## config.mk

```make
export PLATFORM = sky130hd
export DESIGN_NAME = thumb16_instruction_decoder
export DESIGN_NICKNAME = d
export VERILOG_FILES = /design/src/hw/rtl/thb16_pkg.sv /design/src/hw/rtl/thb16_decode_stage.sv /design/src/hw/rtl/thb16_target_stage.sv /design/src/hw/rtl/thumb16_instruction_decoder.sv
export VERILOG_INCLUDE_DIRS = /design/src /design/src/hw/rtl
export SDC_FILE = /design/constraint.sdc
export NUM_CORES = 1
export LEC_CHECK = 0
export ABC_AREA = 1
export BUFFER_PORTS_ARGS = -buffer_cell sky130_fd_sc_hd__buf_2
export CAP_MARGIN = 20
export CORE_MARGIN = 3
export CORE_UTILIZATION = 56
export CTS_CLUSTER_SIZE = 12
export DETAILED_ROUTE_END_ITERATION = 12
export MAX_ROUTING_LAYER = met4
export PLACE_DENSITY = 0.89
export SLEW_MARGIN = 20
export SYNTH_ARGS = -nofsm -noshare
export SYNTH_HDL_FRONTEND = slang
export SYNTH_SLANG_ARGS = --single-unit
```

## constraint.sdc

```tcl
create_clock -name clk -period 2.2 [get_ports clk]
set_clock_uncertainty 0.05 [all_clocks]
set_input_delay 0.66 -clock clk [delete_from_list [all_inputs] [get_ports clk]]
set_output_delay 0.66 -clock clk [all_outputs]
set_load 0.01 [all_outputs]
```

## src/hw/rtl/thumb16_instruction_decoder_macros.svh

```systemverilog
// Assertion macros for the thumb16 decoder.
`ifndef THUMB16_INSTRUCTION_DECODER_MACROS_SVH
`define THUMB16_INSTRUCTION_DECODER_MACROS_SVH

`ifndef NO_ASSERTIONS
`define THB_ASSERT_IMP(label, clk, rst_n, a, c) \
	label: assert property (@(posedge clk) disable iff (!rst_n) (a) |-> (c)) \
		else $error("thumb16 decoder check failed");
`define THB_ASSERT_DLY(label, clk, rst_n, a, n, c) \
	label: assert property (@(posedge clk) disable iff (!rst_n) (a) |-> ##n (c)) \
		else $error("thumb16 decoder latency check failed");
`else
`define THB_ASSERT_IMP(label, clk, rst_n, a, c)
`define THB_ASSERT_DLY(label, clk, rst_n, a, n, c)
`endif

`endif

```

## src/hw/rtl/thb16_pkg.sv

```systemverilog
package thb16_pkg;

	localparam logic [3:0] FORM_SHIFT   = 4'd0;
	localparam logic [3:0] FORM_ADDSUB  = 4'd1;
	localparam logic [3:0] FORM_IMM8    = 4'd2;
	localparam logic [3:0] FORM_ALU     = 4'd3;
	localparam logic [3:0] FORM_HIREG   = 4'd4;
	localparam logic [3:0] FORM_LDRLIT  = 4'd5;
	localparam logic [3:0] FORM_BCOND   = 4'd6;
	localparam logic [3:0] FORM_SVC     = 4'd7;
	localparam logic [3:0] FORM_BKPT    = 4'd8;
	localparam logic [3:0] FORM_HINT    = 4'd9;
	localparam logic [3:0] FORM_B       = 4'd10;
	localparam logic [3:0] FORM_BL      = 4'd11;
	localparam logic [3:0] FORM_LDST    = 4'd12;
	localparam logic [3:0] FORM_PUSHPOP = 4'd13;
	localparam logic [3:0] FORM_UNKNOWN = 4'd14;

	localparam logic [1:0] LEN_SHORT = 2'd1;
	localparam logic [1:0] LEN_LONG  = 2'd2;

	localparam logic [15:0] MASK_E000 = 16'hE000;
	localparam logic [15:0] MASK_1800 = 16'h1800;
	localparam logic [15:0] MASK_F800 = 16'hF800;
	localparam logic [15:0] MASK_FC00 = 16'hFC00;
	localparam logic [15:0] MASK_F000 = 16'hF000;
	localparam logic [15:0] MASK_FF00 = 16'hFF00;
	localparam logic [15:0] MASK_FF0F = 16'hFF0F;
	localparam logic [15:0] MASK_FE00 = 16'hFE00;
	localparam logic [15:0] MASK_D000 = 16'hD000;

	typedef struct packed {
		logic [3:0]  form;
		logic [3:0]  operation;
		logic [3:0]  dest_reg;
		logic [3:0]  src_reg;
		logic [2:0]  third_reg;
		logic [9:0]  immediate;
		logic        is_branch;
		logic [1:0]  halfwords_used;
		logic [31:0] offset;
		logic [31:0] pc_plus4;
	} dec_t;

endpackage

```

## src/hw/rtl/thb16_decode_stage.sv

```systemverilog
module thb16_decode_stage
	import thb16_pkg::*;
(
	input  logic        clk,
	input  logic        arst_n,
	input  logic        valid_in,
	input  logic [31:0] pc,
	input  logic [15:0] op,
	input  logic [15:0] nx,
	output logic        valid_s2,
	output dec_t        dec_s2
);

	dec_t dec;
	logic s_bit;
	logic i1;
	logic i2;

	always_comb begin
		s_bit = op[10];
		i1 = ~(nx[13] ^ s_bit);
		i2 = ~(nx[11] ^ s_bit);

		dec = '0;
		dec.form = FORM_UNKNOWN;
		dec.halfwords_used = LEN_SHORT;
		dec.pc_plus4 = pc + 32'd4;

		if ((op & MASK_E000) == 16'h0000 && (op & MASK_1800) != MASK_1800) begin
			dec.form = FORM_SHIFT;
			dec.operation = {2'b00, op[12:11]};
			dec.dest_reg = {1'b0, op[2:0]};
			dec.src_reg = {1'b0, op[5:3]};
			dec.immediate = {5'd0, op[10:6]};
		end else if ((op & MASK_F800) == 16'h1800) begin
			dec.form = FORM_ADDSUB;
			dec.operation = {2'b00, op[10:9]};
			dec.dest_reg = {1'b0, op[2:0]};
			dec.src_reg = {1'b0, op[5:3]};
			dec.third_reg = op[8:6];
		end else if ((op & MASK_E000) == 16'h2000) begin
			dec.form = FORM_IMM8;
			dec.operation = {2'b00, op[12:11]};
			dec.dest_reg = {1'b0, op[10:8]};
			dec.immediate = {2'b00, op[7:0]};
		end else if ((op & MASK_FC00) == 16'h4000) begin
			dec.form = FORM_ALU;
			dec.operation = op[9:6];
			dec.dest_reg = {1'b0, op[2:0]};
			dec.src_reg = {1'b0, op[5:3]};
		end else if ((op & MASK_FC00) == 16'h4400) begin
			dec.form = FORM_HIREG;
			dec.operation = {2'b00, op[9:8]};
			dec.dest_reg = {op[7], op[2:0]};
			dec.src_reg = op[6:3];
		end else if ((op & MASK_F800) == 16'h4800) begin
			dec.form = FORM_LDRLIT;
			dec.dest_reg = {1'b0, op[10:8]};
			dec.immediate = {op[7:0], 2'b00};
		end else if ((op & MASK_F000) == 16'hD000 && op[11:8] < 4'd14) begin
			dec.form = FORM_BCOND;
			dec.operation = op[11:8];
			dec.is_branch = 1'b1;
			dec.offset = {{23{op[7]}}, op[7:0], 1'b0};
		end else if ((op & MASK_FF00) == 16'hDF00) begin
			dec.form = FORM_SVC;
			dec.immediate = {2'b00, op[7:0]};
		end else if ((op & MASK_FF00) == 16'hBE00) begin
			dec.form = FORM_BKPT;
			dec.immediate = {2'b00, op[7:0]};
		end else if ((op & MASK_FF0F) == 16'hBF00) begin
			dec.form = FORM_HINT;
			dec.operation = op[7:4];
		end else if ((op & MASK_F800) == 16'hE000) begin
			dec.form = FORM_B;
			dec.is_branch = 1'b1;
			dec.offset = {{20{op[10]}}, op[10:0], 1'b0};
		end else if ((op & MASK_F800) == 16'hF000 && (nx & MASK_D000) == MASK_D000) begin
			dec.form = FORM_BL;
			dec.is_branch = 1'b1;
			dec.halfwords_used = LEN_LONG;
			dec.offset = {{7{s_bit}}, s_bit, i1, i2, op[9:0], nx[10:0], 1'b0};
		end else if ((op & MASK_E000) == 16'h6000) begin
			dec.form = FORM_LDST;
			dec.operation = {2'b00, op[12:11]};
			dec.dest_reg = {1'b0, op[2:0]};
			dec.src_reg = {1'b0, op[5:3]};
			dec.immediate = op[12] ? {5'd0, op[10:6]} : {3'd0, op[10:6], 2'b00};
		end else if ((op & MASK_FE00) == 16'hB400 || (op & MASK_FE00) == 16'hBC00) begin
			dec.form = FORM_PUSHPOP;
			dec.operation = {3'b000, op[11]};
			dec.immediate = {1'b0, op[8:0]};
		end
	end

	always_ff @(posedge clk or negedge arst_n) begin
		if (!arst_n) begin
			valid_s2 <= 1'b0;
		end else begin
			valid_s2 <= valid_in;
		end
	end

	always_ff @(posedge clk) begin
		dec_s2 <= dec;
	end

endmodule

```

## src/hw/rtl/thb16_target_stage.sv

```systemverilog
module thb16_target_stage
	import thb16_pkg::*;
(
	input  logic        clk,
	input  logic        arst_n,
	input  logic        valid_in,
	input  dec_t        dec,
	output logic        valid_s3,
	output logic [3:0]  form_s3,
	output logic [3:0]  operation_s3,
	output logic [3:0]  dest_reg_s3,
	output logic [3:0]  src_reg_s3,
	output logic [2:0]  third_reg_s3,
	output logic [9:0]  immediate_s3,
	output logic [31:0] target_s3,
	output logic [1:0]  halfwords_s3
);

	logic [31:0] target;

	assign target = dec.is_branch ? (dec.pc_plus4 + dec.offset) : 32'd0;

	always_ff @(posedge clk or negedge arst_n) begin
		if (!arst_n) begin
			valid_s3 <= 1'b0;
		end else begin
			valid_s3 <= valid_in;
		end
	end

	always_ff @(posedge clk) begin
		form_s3      <= dec.form;
		operation_s3 <= dec.operation;
		dest_reg_s3  <= dec.dest_reg;
		src_reg_s3   <= dec.src_reg;
		third_reg_s3 <= dec.third_reg;
		immediate_s3 <= dec.immediate;
		target_s3    <= target;
		halfwords_s3 <= dec.halfwords_used;
	end

endmodule

```

## src/hw/rtl/thumb16_instruction_decoder.sv

```systemverilog
// start is carried to the done strobe through the registers valid_s1, valid_s2 and valid_s3.
// Throughput: one word per cycle; busy stays low, the receiver cannot stall.
// Stages: input register, class decode with PC+4, branch target add.
// Reset: arst_n low clears the stage valid bits at once; no word in flight
// survives reset.
`include "thumb16_instruction_decoder_macros.svh"

module thumb16_instruction_decoder
	import thb16_pkg::*;
(
	input  logic        clk,
	input  logic        arst_n,
	input  logic        start,
	output logic        busy,
	output logic        done,
	input  logic [31:0] program_counter,
	input  logic [15:0] first_halfword,
	input  logic [15:0] second_halfword,
	output logic [3:0]  form,
	output logic [3:0]  operation,
	output logic [3:0]  dest_reg,
	output logic [3:0]  src_reg,
	output logic [2:0]  third_reg,
	output logic [9:0]  immediate,
	output logic [31:0] branch_target,
	output logic [1:0]  halfwords_used
);

	logic        valid_s1;
	logic [31:0] pc_s1;
	logic [15:0] op_s1;
	logic [15:0] nx_s1;
	logic        valid_s2;
	dec_t        dec_s2;

	assign busy = 1'b0;

	always_ff @(posedge clk or negedge arst_n) begin
		if (!arst_n) begin
			valid_s1 <= 1'b0;
		end else begin
			valid_s1 <= start & ~busy;
		end
	end

	always_ff @(posedge clk) begin
		pc_s1 <= program_counter;
		op_s1 <= first_halfword;
		nx_s1 <= second_halfword;
	end

	thb16_decode_stage u_decode (
		.clk      (clk),
		.arst_n   (arst_n),
		.valid_in (valid_s1),
		.pc       (pc_s1),
		.op       (op_s1),
		.nx       (nx_s1),
		.valid_s2 (valid_s2),
		.dec_s2   (dec_s2)
	);

	thb16_target_stage u_target (
		.clk          (clk),
		.arst_n       (arst_n),
		.valid_in     (valid_s2),
		.dec          (dec_s2),
		.valid_s3     (done),
		.form_s3      (form),
		.operation_s3 (operation),
		.dest_reg_s3  (dest_reg),
		.src_reg_s3   (src_reg),
		.third_reg_s3 (third_reg),
		.immediate_s3 (immediate),
		.target_s3    (branch_target),
		.halfwords_s3 (halfwords_used)
	);

	`THB_ASSERT_DLY(a_latency, clk, arst_n, start && !busy, 3, done)
	`THB_ASSERT_IMP(a_no_spurious, clk, arst_n, done, $past(start, 3))
	`THB_ASSERT_IMP(a_bl_len, clk, arst_n, done && form == FORM_BL, halfwords_used == LEN_LONG)
	`THB_ASSERT_IMP(a_len_bl, clk, arst_n, done && halfwords_used != LEN_SHORT, form == FORM_BL)

endmodule
```

==> summary.txt <==
Status: finished, final reports clean
Core ar.: 14900 µm²
Worst reg2reg path depth: 12
Met3 global-route usage: 4.67%
Largest net degree at the start of global routing: 28
# diodes: 0
Rel. slew slack: 63.6%
Post-layout net count: 1359
Register area share after synthesis: 50.4%
Kind of critical path: reg -> reg
Syn Std Cell Area: 8690 µm²
Final min period: 2.04 ns
DP Wirelength: 17000 µm
CP cell instances: ha_1, nand2_1, nor2_1, nand2_1, nand3_1, nand2_1, nand2_1, nand2_1, nand2_1, nand2_1, inv_1, nor2_1
Switching Fraction: 22.8%
Max stage delay on crit path: 0.39 ns
Mux contribution to synthesized area: 0%
Layout area overhead: 19.2%
Endpoints failing setup: 0
DR WL/cell: 14.9 µm
WHS Path Cells: 1
FFs w/ async S/R, synth: 1.38%
Met1 usage: 37.6%
Adder-cell share of the synthesized area: 4.69%
Post-CTS Setup Bufs: 0
Compound-cell area share of the yosys netlist: 8.56%
Die area: 17100 µm²
Area contributors post-synth: dfxtp_1 (50%), nand2_1 (14%), inv_1 (6.2%), ha_1 (4.5%), nor2_1 (4.1%)
Htree depth: 1
Routed via count: 7507
DR pass1 iterations: 5
PwrDens: 841 nW/µm²
CP most frequent cell: nand2_1
Dpl cells: 1417
CTS tree: yes
Actual slew at the worst max-slew pin: 0.546 ns
Routed wire length: 21700 µm
Clk Latency, worst-skew pair: 0.51 ns
P_sw: 0.00199 W
Critical Path Fanout Max: 6
GRT Overall Usage: 26.1%
Total of flip-flops plus latches after synthesis: 218
Standard-cell rows: 44
Initial antenna violation count: 0
Part of the power in the clock network: 43.3%
CP Launch Type: flip-flop
Post-synthesis cell count: 1102
RSZ-0062 raised after global routing: no
Netlist cell types: 47
First-pass GRT wire length: 34200 µm
Layout cells sized above 1: 16.0%
Final Hold Fails: 0
Hold crit path type: in -> reg
Final slew viol count: 0
Simple logic cell fraction of the synthesized area: 25.7%
Top FF cell, synth: dfxtp_1
Clock slew at reported path FFs: 0.06 ns
Pint: 0.00672 W
Number of CTS-inserted buffers: 24
LEAKAGE: 5.40 nW
Post-synthesis xor/xnor area fraction: 3.02%
Die W: 131 µm
Critical path data arrival time: 2.38 ns
Post-synth EDFFs: 0
Max-cap viol count: 0
Vias in the first global route: 6802
Yosys top cell area share: 49.5%
Final period util: 92.5%
Clk sink count: 218
CP endpoint kind: flip-flop
Critical Path RT: 2.54 ns
Via-to-Cell Ratio: 5.16
Initial Util: 58.5%
Buffers on Ports: 130
Synthesis Warnings: 0
Global routing's busiest layer: met2
Residual DRC count: 0
Routed Antenna Nets: 0
Clk buf depth: 3
Combinational family with the most area after synthesis: simple AND/OR/NAND/NOR gates
CP max-delay cell: ha_1
Maximum vdd ir drop: 0.755 mV
IO Pins: 132
DRT iter0 DRCs: 665
Logic pwr share: 7.9%
Layout Cells excl Fill: 1456
Syn_area_per_cell: 7.89 µm²
Met2 GRT Util: 38.5%
Placer Congestion: 0.981
Sequential power share: 48.9%
Syn_nets: 1201
CTS Root Cell: clkbuf_16
Die Height: 131 µm
F_max: 491 MHz
Grt ovf: 0
Setup TNS: 0 ns
Area leader, netlist: dfxtp_1
==> per-layer routing <==
layer  routed length (µm)  vias to the layer above  part of all wire [%]
li1                     -                     3801                     -
met1                10100                     3357                    47
met2                 9420                      308                    43
met3                 1730                       41                   8.0
met4                  449                        0                   2.1
met5                    0                        -                     0
==> what timing repair did <==
action | in CTS | in global routing
hold buffers | 1 | 0
setup endpoints to repair | 0 | 3
endpoints found under the hold margin | 3 | 0
resized for setup | 0 | 2
==> cells in the mapped netlist (all sizes together) (3+ instances only) <==
cell / number
nand4: 17
o22ai: 6
xnor2: 11
dfrtp: 3
ha: 31
o2111ai: 6
nor4: 5
o21bai: 4
and2: 8
buf: 11
o21ai: 50
nor3: 18
nand3b: 3
nand2: 326
dfxtp: 215
xor2: 19
clkbuf: 4
o211ai: 11
inv: 149
o21a: 3
a21oi: 45
nor2: 99
nand3: 48
==> cell families (layout without fill, tap and decap cells) <==
kind of cell,Yosys count,in the layout
xor+xnor,30,30
buf+inv,165,335
simple gates,528,528
compound gates,128,128
other cells,1,1
flops,218,218
fa+ha+maj,32,32
==> flip-flops by register name, summed over array words and instances (netlist names) <==
signal	cells
u_decode.dec_s2	88
pc_s1	32
u_target.target_s3	32
nx_s1	16
op_s1	16
u_target.immediate_s3	10
u_target.dest_reg_s3	4
u_target.form_s3	4
u_target.operation_s3	4
u_target.src_reg_s3	4
u_target.third_reg_s3	3
u_target.halfwords_s3	2
u_decode.valid_s2	1
u_target.valid_s3	1
valid_s1	1
==> metrics by stage <==
step / worst slack (ns) / utilization (%) / total power, W / hold slack [ns] / cell area (µm²)
after global routing: 0.0164 / 69.7 / 0.00905 / 0.188 / 10400
after CTS: 0.136 / 69.7 / 0.00876 / 0.187 / 10400
after floorplan: 0.418 / - / 0.00473 / 0.260 / 8690
after detailed placement: 0.176 / 64.5 / 0.00500 / 0.262 / 9590
final: 0.164 / 69.7 / 0.00871 / 0.202 / 10400
after global placement: 0.260 / 64.5 / 0.00499 / 0.261 / 9590
==> power by group through the flow <==
stage / sequential [W] / clock, W / combinational, W
floorplan: 0.00433 / 0 / 0.000400
global placement: 0.00433 / 0 / 0.000659
detailed placement: 0.00434 / 0 / 0.000666
CTS: 0.00426 / 0.00383 / 0.000677
global route: 0.00428 / 0.00400 / 0.000770
finish: 0.00426 / 0.00377 / 0.000686
==> worst max-delay path: cells and delay by family (launching register included) <==
family | cells | cell delay, ns
adder cells (fa/ha/maj) | 1 | 0.39
buffers and inverters | 1 | 0.05
flip-flops | 1 | 0.30
AND/OR/NAND/NOR | 10 | 1.12
==> final timing paths <==
kind                                     start  slack, ns                  endpoint
hold / removal               first_halfword[3]       0.20                  op_s1[3]
min in group asynchronous               arst_n       0.42         u_decode.valid_s2
hold reg to reg            u_decode.dec_s2[67]       0.27  u_target.immediate_s3[0]
setup reg to reg            u_decode.dec_s2[4]       0.16    u_target.target_s3[18]
max in group asynchronous               arst_n       1.58         u_target.valid_s3
setup / recovery            u_decode.dec_s2[4]       0.16    u_target.target_s3[18]
==> area by class of cell <==
cell class	count	area [µm²]
Fill cell	1237	4500
Sequential cell	218	4380
Multi-Input combinational cell	719	3660
Timing Repair Buffer	147	781
Clock buffer	32	662
Inverter	150	566
Tap cell	184	230
Clock inverter	6	88.8
==> placed cells by master, fill, tap and decap left out, types with 2 or more instances in the layout <==
master,n
and2_1,8
buf_2,130
o22ai_1,6
nand3_2,6
nor3_1,17
o211ai_2,3
bufinv_16,2
nand2_2,2
nor4_1,4
nor2_1,94
o21bai_1,4
o21a_1,3
a21oi_1,45
xnor2_1,11
dfrtp_1,3
inv_2,4
nand3b_1,3
buf_4,16
ha_1,30
clkinvlp_4,2
o2111ai_1,6
dfxtp_1,215
nand2_1,324
inv_1,144
o21ai_1,19
nor2_2,4
xor2_1,19
nand4_1,17
o21ai_0,30
nand3_1,42
clkbuf_16,25
o211ai_1,8
clkbuf_1,6
No activity file was read; power rests on OpenSTA's default activity.
